<file path="src/rtl/rpwc_pkg.sv">
// ----------------------------------------------------------------------------
// rpwc_pkg: shared types and constants
// Sizes, command classes, status codes and payload structs for the radix
// partitioner with write-combining line buffers.
// ----------------------------------------------------------------------------
package rpwc_pkg;

  localparam int MAX_KEYS    = 4096;
  localparam int KEY_AW      = 12;     // key and result store address
  localparam int CNT_W       = 13;     // counts and positions up to MAX_KEYS
  localparam int PART_W      = 8;      // bucket index, MAX_PARTITIONS = 256
  localparam int MAX_LOG2    = 8;
  localparam int LINE_TUPLES = 8;
  localparam int LINE_AW     = 3;
  localparam int LB_AW       = PART_W + LINE_AW;
  localparam int KEY_W       = 64;

  localparam logic [1:0] FUNC_LOAD = 2'd0;
  localparam logic [1:0] FUNC_RUN  = 2'd1;
  localparam logic [1:0] FUNC_READ = 2'd2;

  localparam logic [1:0] OP_LOAD = 2'd0;
  localparam logic [1:0] OP_RUN  = 2'd1;
  localparam logic [1:0] OP_READ = 2'd2;
  localparam logic [1:0] OP_NOP  = 2'd3;

  localparam logic [1:0] ST_OK     = 2'd0;
  localparam logic [1:0] ST_REJECT = 2'd1;
  localparam logic [1:0] ST_RANGE  = 2'd2;

  localparam logic [3:0] LOG2_RESET = 4'd4;

  typedef struct packed {
    logic [1:0]        func;
    logic [KEY_W-1:0]  key;
    logic [KEY_AW-1:0] read_index;
  } in_item_t;

  typedef struct packed {
    logic [KEY_W-1:0] read_data;
    logic [1:0]       status;
  } out_item_t;

  typedef struct packed {
    logic [1:0]        op;
    logic [KEY_W-1:0]  key;
    logic [KEY_AW-1:0] idx;
  } cmd_t;

endpackage

</file>
<file path="src/rtl/rpwc_front.sv">
// ----------------------------------------------------------------------------
// rpwc_front: command intake
// Accepts input transactions, classifies func into a command class and
// holds up to two commands for the back end.
// ----------------------------------------------------------------------------
module rpwc_front import rpwc_pkg::*; (
  input  logic     clk,
  input  logic     rst,
  input  logic     push,
  output logic     full,
  input  in_item_t request,
  output logic     cmd_valid,
  input  logic     cmd_pop,
  output cmd_t     cmd
);

  cmd_t       slots [2];
  logic       wr_ptr;
  logic       rd_ptr;
  logic [1:0] count;
  logic       do_push;
  logic       do_pop;
  cmd_t       classed;

  always_comb begin
    classed.key = request.key;
    classed.idx = request.read_index;
    case (request.func)
      FUNC_LOAD: classed.op = OP_LOAD;
      FUNC_RUN:  classed.op = OP_RUN;
      FUNC_READ: classed.op = OP_READ;
      default:   classed.op = OP_NOP;
    endcase
  end

  assign full      = (count == 2'd2);
  assign cmd_valid = (count != 2'd0);
  assign cmd       = slots[rd_ptr];
  assign do_push   = push && !full;
  assign do_pop    = cmd_pop && cmd_valid;

  always_ff @(posedge clk) begin
    if (do_push) begin
      slots[wr_ptr] <= classed;
    end
  end

  always_ff @(posedge clk) begin
    if (rst) begin
      wr_ptr <= 1'b0;
      rd_ptr <= 1'b0;
      count  <= 2'd0;
    end else begin
      if (do_push) wr_ptr <= !wr_ptr;
      if (do_pop) rd_ptr <= !rd_ptr;
      count <= count + 2'(do_push) - 2'(do_pop);
    end
  end

endmodule

</file>
<file path="config.mk">
export PLATFORM = sky130hd
export DESIGN_NAME = rpwc_front
export DESIGN_NICKNAME = d
export VERILOG_FILES = /design/src/rtl/rpwc_pkg.sv /design/src/rtl/rpwc_front.sv
export SDC_FILE = /design/constraint.sdc
export NUM_CORES = 1
export LEC_CHECK = 0
export BUFFER_PORTS_ARGS = -buffer_cell sky130_fd_sc_hd__buf_2
export CORE_AREA = 2 2 113 115
export DETAILED_ROUTE_END_ITERATION = 7
export DIE_AREA = 0 0 115 117
export GPL_ROUTABILITY_DRIVEN = 0
export PLACE_DENSITY = 0.81
export SYNTH_ARGS = -nofsm -noshare
export SYNTH_HDL_FRONTEND = slang
export SYNTH_SLANG_ARGS = --single-unit
</file>
<file path="constraint.sdc">
create_clock -name clk -period 3.82 [get_ports clk]
set_input_delay 0.573 -clock clk [delete_from_list [all_inputs] [get_ports clk]]
set_output_delay 0.573 -clock clk [all_outputs]
set_load 0.1 [all_outputs]
</file>
==> results by group <==
Detailed routing
  • Vias post-DR: 2977
  • Total wire length: 9.89 mm
  • Vias per Instance: 4.91
  • Final routed DRC violation total: 0
  • First-pass DRT Iterations: 5
  • Antenna-violating nets left: 0
  • WL per Instance: 16.3 um
  • DR iter-0 viols: 160

Timing
  • Least-Margin Pin Slew: 1060 ps
  • Final period util: 0.731
  • RSZ-0062 raised after global routing: false
  • Fin. Hold Viols: 0
  • Setup TNS: 0 ps
  • Headroom to the max-slew limit: 0.295
  • Max-slew violations: 0
  • Max Clock Freq: 0.358 GHz
  • Final Skew: 5.94 ps
  • Minimum clock period: 2790 ps
  • Final setup vio count: 0

Floorplan
  • Full die area: 13500 um^2
  • # IOs: 162
  • # rows: 41
  • Die X: 115 um
  • Die span in y: 117 um
  • Core area: 12300 um^2
  • Starting Density: 0.483

Synth
  • EDFF count, synth: 156
  • Ys flop type: edfxtp_1
  • Cell with the most instances after synthesis: edfxtp_1
  • Sequential area share after synthesis: 0.804
  • Yosys top cell area share: 0.787
  • Count of cell types in the netlist: 24
  • Post-Syn Instances: 272
  • Post-synth ARST share: 0
  • Syn_area_per_cell: 21.9 um^2
  • #FFs+latches synth: 161
  • Yosys warns: 0
  • Top cells by area, synth: edfxtp_1, mux2_2, mux2_4
  • Cell taking the most area after synthesis: edfxtp_1
  • Synth cell count leaders: edfxtp_1, mux2_2, mux2_4, buf_2, dfxtp_1
  • Net Count, Synth: 356
  • Post-Synthesis Cell Area: 5950 um^2

Job
  • Max-cap viol count: 0

Clock tree
  • CTS clk-pin slew, worst paths: 60 ps
  • Clock Latency Late Sink: 410 ps
  • CTS tree: yes
  • H-tree depth: 4
  • CTS Buf Count: 17
  • CTS Hold Buffers Added: 0
  • CTS resizes: 0
  • Post-CTS Setup Inserts: 0
  • Clk sinks: 161
  • Clock Tree Root: clkbuf_16
  • Clock Tree Buf Depth: 2

Run status
  • Status: complete, no violations

Global routing
  • Initial antenna violation count: 0
  • GRT Util Overall: 0.148
  • Total grt overflow: 0
  • Vias in the first global route: 3117
  • First-pass GRT wire length: 14.6 mm
  • Pin count of the biggest net entering global routing: 79

Hold path
  • Hold crit path type: input pin to flip-flop
  • Hold path startpoint: request[56]

Final layout
  • Antenna cells: 0
  • Share of cells above drive strength 1: 0.605
  • Nets@finish: 527
  • Syn-to-layout area delta: 25.4%
  • Cell area after layout: 7460 um^2

Worst setup path
  • WP data required: 3250 ps
  • WS Path Type: flip-flop to output port
  • Crit-path max FO: 49
  • CP startpoint kind: flip-flop
  • Worst flop-to-flop path startpoint: count[0]
  • Crit. End Element: output port
  • CP arrival: 2220 ps

Placement
  • Post-DP HPWL: 6.45 mm
  • Placed Area: 6920 um^2
  • PortBufs: 161
-- critical path, stage by stage, from the launching register on --
cell,delay [ps]
dfxtp_4,850
buf_12,290
mux2_2,360
buf_2,290
-- state kept, by name, indices dropped and copies added (netlist names), named ones only --
name and flops:
rd_ptr 1, slots 156, wr_ptr 1, count 2
-- logic make-up after synthesis --
| logic type | Yosys count | synth area share |
|---|---|---|
| fa+ha+maj | 2 | 0.00420 |
| buf+inv | 15 | 0.0156 |
| xor+xnor | 2 | 0.00294 |
| flops | 161 | 0.804 |
| compound gates | 3 | 0.00294 |
| mux | 78 | 0.160 |
| simple gates | 11 | 0.0101 |
-- per-stage QoR --
stage          hold WS, ps   util  cells  setup slack (ps)
3_3_place_gp           474  0.562    574              1420
5_1_grt                324  0.606    606               903
6_report               340  0.606    606              1030
3_5_place_dp           508  0.562    574              1410
4_1_cts                323  0.606    606               956
2_1_floorplan          452      -    272               799
-- path summary, 6_finish.rpt --
check | end | slack [ps] | cells after the start
hold / removal | slots[1][56] | 340 | 1
setup / recovery | cmd[2] | 1030 | 3
hold reg to reg | wr_ptr | 520 | 2
setup reg to reg | slots[0][34] | 1730 | 5
-- cell type report --
class | count | area [um^2]
Clock buffer | 18 | 429
Clock inverter | 14 | 119
Fill cell | 914 | 4850
Inverter | 4 | 16.3
Multi-Input combinational cell | 96 | 1080
Sequential cell | 161 | 4790
Tap cell | 150 | 188
Timing Repair Buffer | 163 | 846
-- layer usage --
metal	GRT usage	routed length, um	vias to the layer above	share of wire
met2	0.246	5080	103	0.51
met1	0.166	3930	1443	0.40
met4	0.0779	212	0	0.021
li1	-	-	1412	-
met3	0.0566	671	19	0.068
met5	0	0	-	0
-- layout by cell type (no fill, tap or decap), drive strengths merged --
cell type	count
xnor2	1
bufinv	1
nand2	1
and3	1
edfxtp	156
and2	1
nand2b	1
dfxtp	5
clkinv	8
nor2	3
nor2b	1
o21ai	1
inv	3
ha	2
clkinvlp	6
mux2	78
o21a	1
a21oi	1
or3	1
or2	1
buf	163
clkbuf	18
nor3	1
xor2	1
Power is not shown: default switching activity piles up to over one toggle a cycle in this logic, so the estimate is an artifact.
