File: config.mk
export PLATFORM = sky130hd
export DESIGN_NAME = rpwc_outq
export DESIGN_NICKNAME = d
export VERILOG_FILES = /design/src/rtl/rpwc_pkg.sv /design/src/rtl/rpwc_outq.sv
export SDC_FILE = /design/constraint.sdc
export NUM_CORES = 1
export LEC_CHECK = 0
export ABC_AREA = 1
export BUFFER_PORTS_ARGS = -buffer_cell sky130_fd_sc_hd__buf_2
export CAP_MARGIN = 20
export CELL_PAD_IN_SITES_DETAIL_PLACEMENT = 0
export CELL_PAD_IN_SITES_GLOBAL_PLACEMENT = 2
export CORE_MARGIN = 2
export CORE_UTILIZATION = 32
export CTS_CLUSTER_DIAMETER = 100
export CTS_CLUSTER_SIZE = 14
export DETAILED_ROUTE_END_ITERATION = 6
export GPL_TIMING_DRIVEN = 0
export PLACE_DENSITY = 0.72
export SETUP_SLACK_MARGIN = 0.05
export SYNTH_ARGS = -nofsm -noshare
export SYNTH_HDL_FRONTEND = slang
export SYNTH_SLANG_ARGS = --single-unit
File: constraint.sdc
create_clock -name clk -period 4.2 [get_ports clk]
set_input_delay 0.42 -clock clk [delete_from_list [all_inputs] [get_ports clk]]
set_output_delay 0.42 -clock clk [all_outputs]
set_load 0.02 [all_outputs]
File: src/rtl/rpwc_pkg.sv
// ----------------------------------------------------------------------------
// rpwc_pkg: shared types and constants
// Sizes, command classes, status codes and payload structs for the radix
// partitioner with write-combining line buffers.
// ----------------------------------------------------------------------------
package rpwc_pkg;

  localparam int MAX_KEYS    = 4096;
  localparam int KEY_AW      = 12;     // key and result store address
  localparam int CNT_W       = 13;     // counts and positions up to MAX_KEYS
  localparam int PART_W      = 8;      // bucket index, MAX_PARTITIONS = 256
  localparam int MAX_LOG2    = 8;
  localparam int LINE_TUPLES = 8;
  localparam int LINE_AW     = 3;
  localparam int LB_AW       = PART_W + LINE_AW;
  localparam int KEY_W       = 64;

  localparam logic [1:0] FUNC_LOAD = 2'd0;
  localparam logic [1:0] FUNC_RUN  = 2'd1;
  localparam logic [1:0] FUNC_READ = 2'd2;

  localparam logic [1:0] OP_LOAD = 2'd0;
  localparam logic [1:0] OP_RUN  = 2'd1;
  localparam logic [1:0] OP_READ = 2'd2;
  localparam logic [1:0] OP_NOP  = 2'd3;

  localparam logic [1:0] ST_OK     = 2'd0;
  localparam logic [1:0] ST_REJECT = 2'd1;
  localparam logic [1:0] ST_RANGE  = 2'd2;

  localparam logic [3:0] LOG2_RESET = 4'd4;

  typedef struct packed {
    logic [1:0]        func;
    logic [KEY_W-1:0]  key;
    logic [KEY_AW-1:0] read_index;
  } in_item_t;

  typedef struct packed {
    logic [KEY_W-1:0] read_data;
    logic [1:0]       status;
  } out_item_t;

  typedef struct packed {
    logic [1:0]        op;
    logic [KEY_W-1:0]  key;
    logic [KEY_AW-1:0] idx;
  } cmd_t;

endpackage

File: src/rtl/rpwc_outq.sv
// ----------------------------------------------------------------------------
// rpwc_outq: result queue
// Two-entry queue that holds finished results until the consumer pops them.
// ----------------------------------------------------------------------------
module rpwc_outq import rpwc_pkg::*; (
  input  logic      clk,
  input  logic      rst,
  input  logic      res_push,
  input  out_item_t res_in,
  output logic      res_full,
  output logic      empty,
  input  logic      pop,
  output out_item_t result
);

  out_item_t  slots [2];
  logic       wr_ptr;
  logic       rd_ptr;
  logic [1:0] count;
  logic       do_pop;

  assign res_full = (count == 2'd2);
  assign empty    = (count == 2'd0);
  assign result   = slots[rd_ptr];
  assign do_pop   = pop && !empty;

  always_ff @(posedge clk) begin
    if (res_push) begin
      slots[wr_ptr] <= res_in;
    end
  end

  always_ff @(posedge clk) begin
    if (rst) begin
      wr_ptr <= 1'b0;
      rd_ptr <= 1'b0;
      count  <= 2'd0;
    end else begin
      if (res_push) wr_ptr <= !wr_ptr;
      if (do_pop) rd_ptr <= !rd_ptr;
      count <= count + 2'(res_push) - 2'(do_pop);
    end
  end

endmodule

==> flow_summary.yaml <==
clocking:
  cts_buffer_depth: 2
  cts_setup_buffers: 0
  root_buffer: "clkbuf_16"
  numCtsBuffers: 17
  cts_tree: "yes"
  cts.clk_slew.worst_paths_ns: 0.06
  clk_latency_ns: 0.41
  htreeDepth: 4
  cts_resized: 0
  hold_buffers: 0
  cts.sink_count: 137
floorplan:
  dieWidth_um: 131.0
  ios: 138
  die-area_um2: 17160
  rows: 46
  die_h_um: 131.0
  core-area_um2: 15830
  initial_core_util: 0.3262
sta:
  worstMarginPinSlew_ns: 0.8927
  skew_ns: 0.004702
  post-route-min-period_ns: 2.053
  relSlewSlack: 0.4049
  whs_ns: 0.1954
  maxSlewViolCount: 0
  timing.fmax_mhz: 487.0
  final-hold-violation-count: 0
  setup_viol: 0
  finalWorstSetupSlack_ns: 2.147
  final.period_utilization: 0.4889
  rsz0062_at_grt: "no"
critical_path:
  critPathCaptureType: "output pin"
  cp_common_cell: "buf_6"
  crit_required_ns: 3.78
  path_delay_family: "buffers and inverters"
  cp.arrival_ns: 1.63
  crit_type: "register to output pin"
  cp_cell_sequence: "buf_6, buf_6, mux2_4, buf_2"
  cp_max_fo: 10
  worst_path_largest_cell_delay_ns: 0.35
  startpoint_type: "register"
  critPathSlowestCell: "dfxtp_1"
  crit_buf_inv: 3
cells_and_area:
  finalNetCount: 471
  antenna_cells: 0
  layout-drive-gt1-share: 0.5791
  fin_area_um2: 6714
  area.growth.synth_to_final_pct: 30.05
  fin_util: 0.4242
  fillers: 1441
route:
  drc_errors: 0
  wirelength_um: 9271
  routed_via_density: 4.172
  drt-pass1-iter-count: 4
  post_drt_wl_per_cell_um: 14.79
  num_vias: 2616
  drt_iter0_drc: 117
  ant_nets: 0
global_routing:
  overflow: 0
  grt_pass1_vias: 2731
  grt_max_degree: 68
  grt_pass1_wl_um: 13770
  track_usage: 0.1112
  antenna_found_initial: 0
yosys:
  synth_top_area_share: 0.7678
  syn_inst: 241
  netlist_area_um2: 5162
  yosysUniqueCellTypes: 13
  ys_top_cells_by_area: "edfxtp_1, mux2_4, mux2_2"
  yosys_warnings: 0
  ys_seq_area_frac: 0.7872
  synth_seq_cells: 137
  yosysTopAreaCell: "edfxtp_1"
  synth_nets: 313
  syn_area_per_cell_um2: 21.42
placement:
  io_buffers: 137
  place_ws_ns: 2.438
  place_congestion: 0.6753
  dpl.hpwl_um: 6135
  place_area_um2: 6168
power_and_ir_drop:
  peakVddDrop_mv: 0.2599
  power.density_nw_per_um2: 569.1
  p_total_mw: 3.821
  p_leak_nw: 2.623
min_path:
  hold_path_class: "input pin to register"
flow_run:
  cap_violations: 0
run_status:
  status: "finished clean"
final cells by class:
class / instances / area [um^2] / area share
sequential: 137 / 4064 / 0.6053
clock buffer: 22 / 444.2 / 0.06616
timing repair buffer: 139 / 725.7 / 0.1081
buffer: 7 / 66.31 / 0.009877
clock inverter: 9 / 101.3 / 0.01510
inverter: 9 / 36.28 / 0.005404
tap: 216 / 270.3 / 0.04025
multi-input combinational: 88 / 1006 / 0.1498
cells in the mapped netlist:
cell        n
edfxtp_1  132
mux2_4     40
mux2_2     26
nor2_1     10
inv_1       9
nand2_1     6
buf_6       5
dfxtp_1     5
buf_2       2
ha_1        2
nand3_1     2
a21oi_1     1
nor3_1      1
path summary, 6_finish.rpt:
path,from,endpoint,slack [ns],cells past startpoint
worst max-delay path,register,result[61],2.15,4
worst min-delay path,rst,count[0],0.20,2
worst max register to register,wr_ptr,slots[1][34],2.62,2
worst min register to register,rd_ptr,register,0.51,2
state kept, by name, indices dropped and copies added, names as in the netlist, named ones only:
name	cells
slots	132
count	2
wr_ptr	1
rd_ptr	1
worst register-to-register path, delay by kind of cell (launching register included):
family                 cells  cell delay (ns)
buffers and inverters      1             0.64
DFF                        1             0.39
and+or+nand+nor            1             0.11
metrics by stage:
step | cells | TNS, ns
floorplan | 241 | 0
global placement | 594 | -91.43
detailed placement | 596 | 0
CTS | 627 | 0
global route | 627 | 0
finish | 627 | 0
layout by cell type (no fill, tap or decap):
cell type / n
buf_2: 139
edfxtp_1: 132
mux2_4: 40
mux2_2: 26
clkbuf_16: 17
nor2_1: 9
inv_1: 8
nand2_1: 6
buf_6: 5
dfxtp_1: 5
clkbuf_1: 5
nand3_1: 2
ha_1: 2
clkinvlp_4: 2
bufinv_16: 2
clkinv_1: 2
clkinv_2: 2
buf_12: 2
inv_4: 1
nor2_4: 1
nor3_1: 1
a21oi_1: 1
clkinv_4: 1
report_power, final:
part           internal [mW]  total [mW]  leakage (nW)  switching, mW
clock                  0.863        1.38         0.259          0.514
sequential              1.59        1.62          1.28         0.0250
combinational          0.372       0.825          1.08          0.453
cells by family after synthesis:
family / after synthesis / share of synthesized area
AND/OR/NAND/NOR: 19 / 0.01454
AO/OA/AOI/OAI: 1 / 0.0009685
multiplexers: 66 / 0.1730
flip-flops: 137 / 0.7872
adder cells (fa/ha/maj): 2 / 0.004847
buffers and inverters: 16 / 0.01939
per-layer routing:
metal / vias to the layer above / part of all wire / GRT usage
li1: 1252 / - / -
met1: 1259 / 0.40 / 0.1220
met2: 87 / 0.51 / 0.1838
met3: 18 / 0.065 / 0.04397
met4: 0 / 0.023 / 0.06383
met5: - / 0 / 0
No activity file was read; power rests on OpenSTA's default activity.
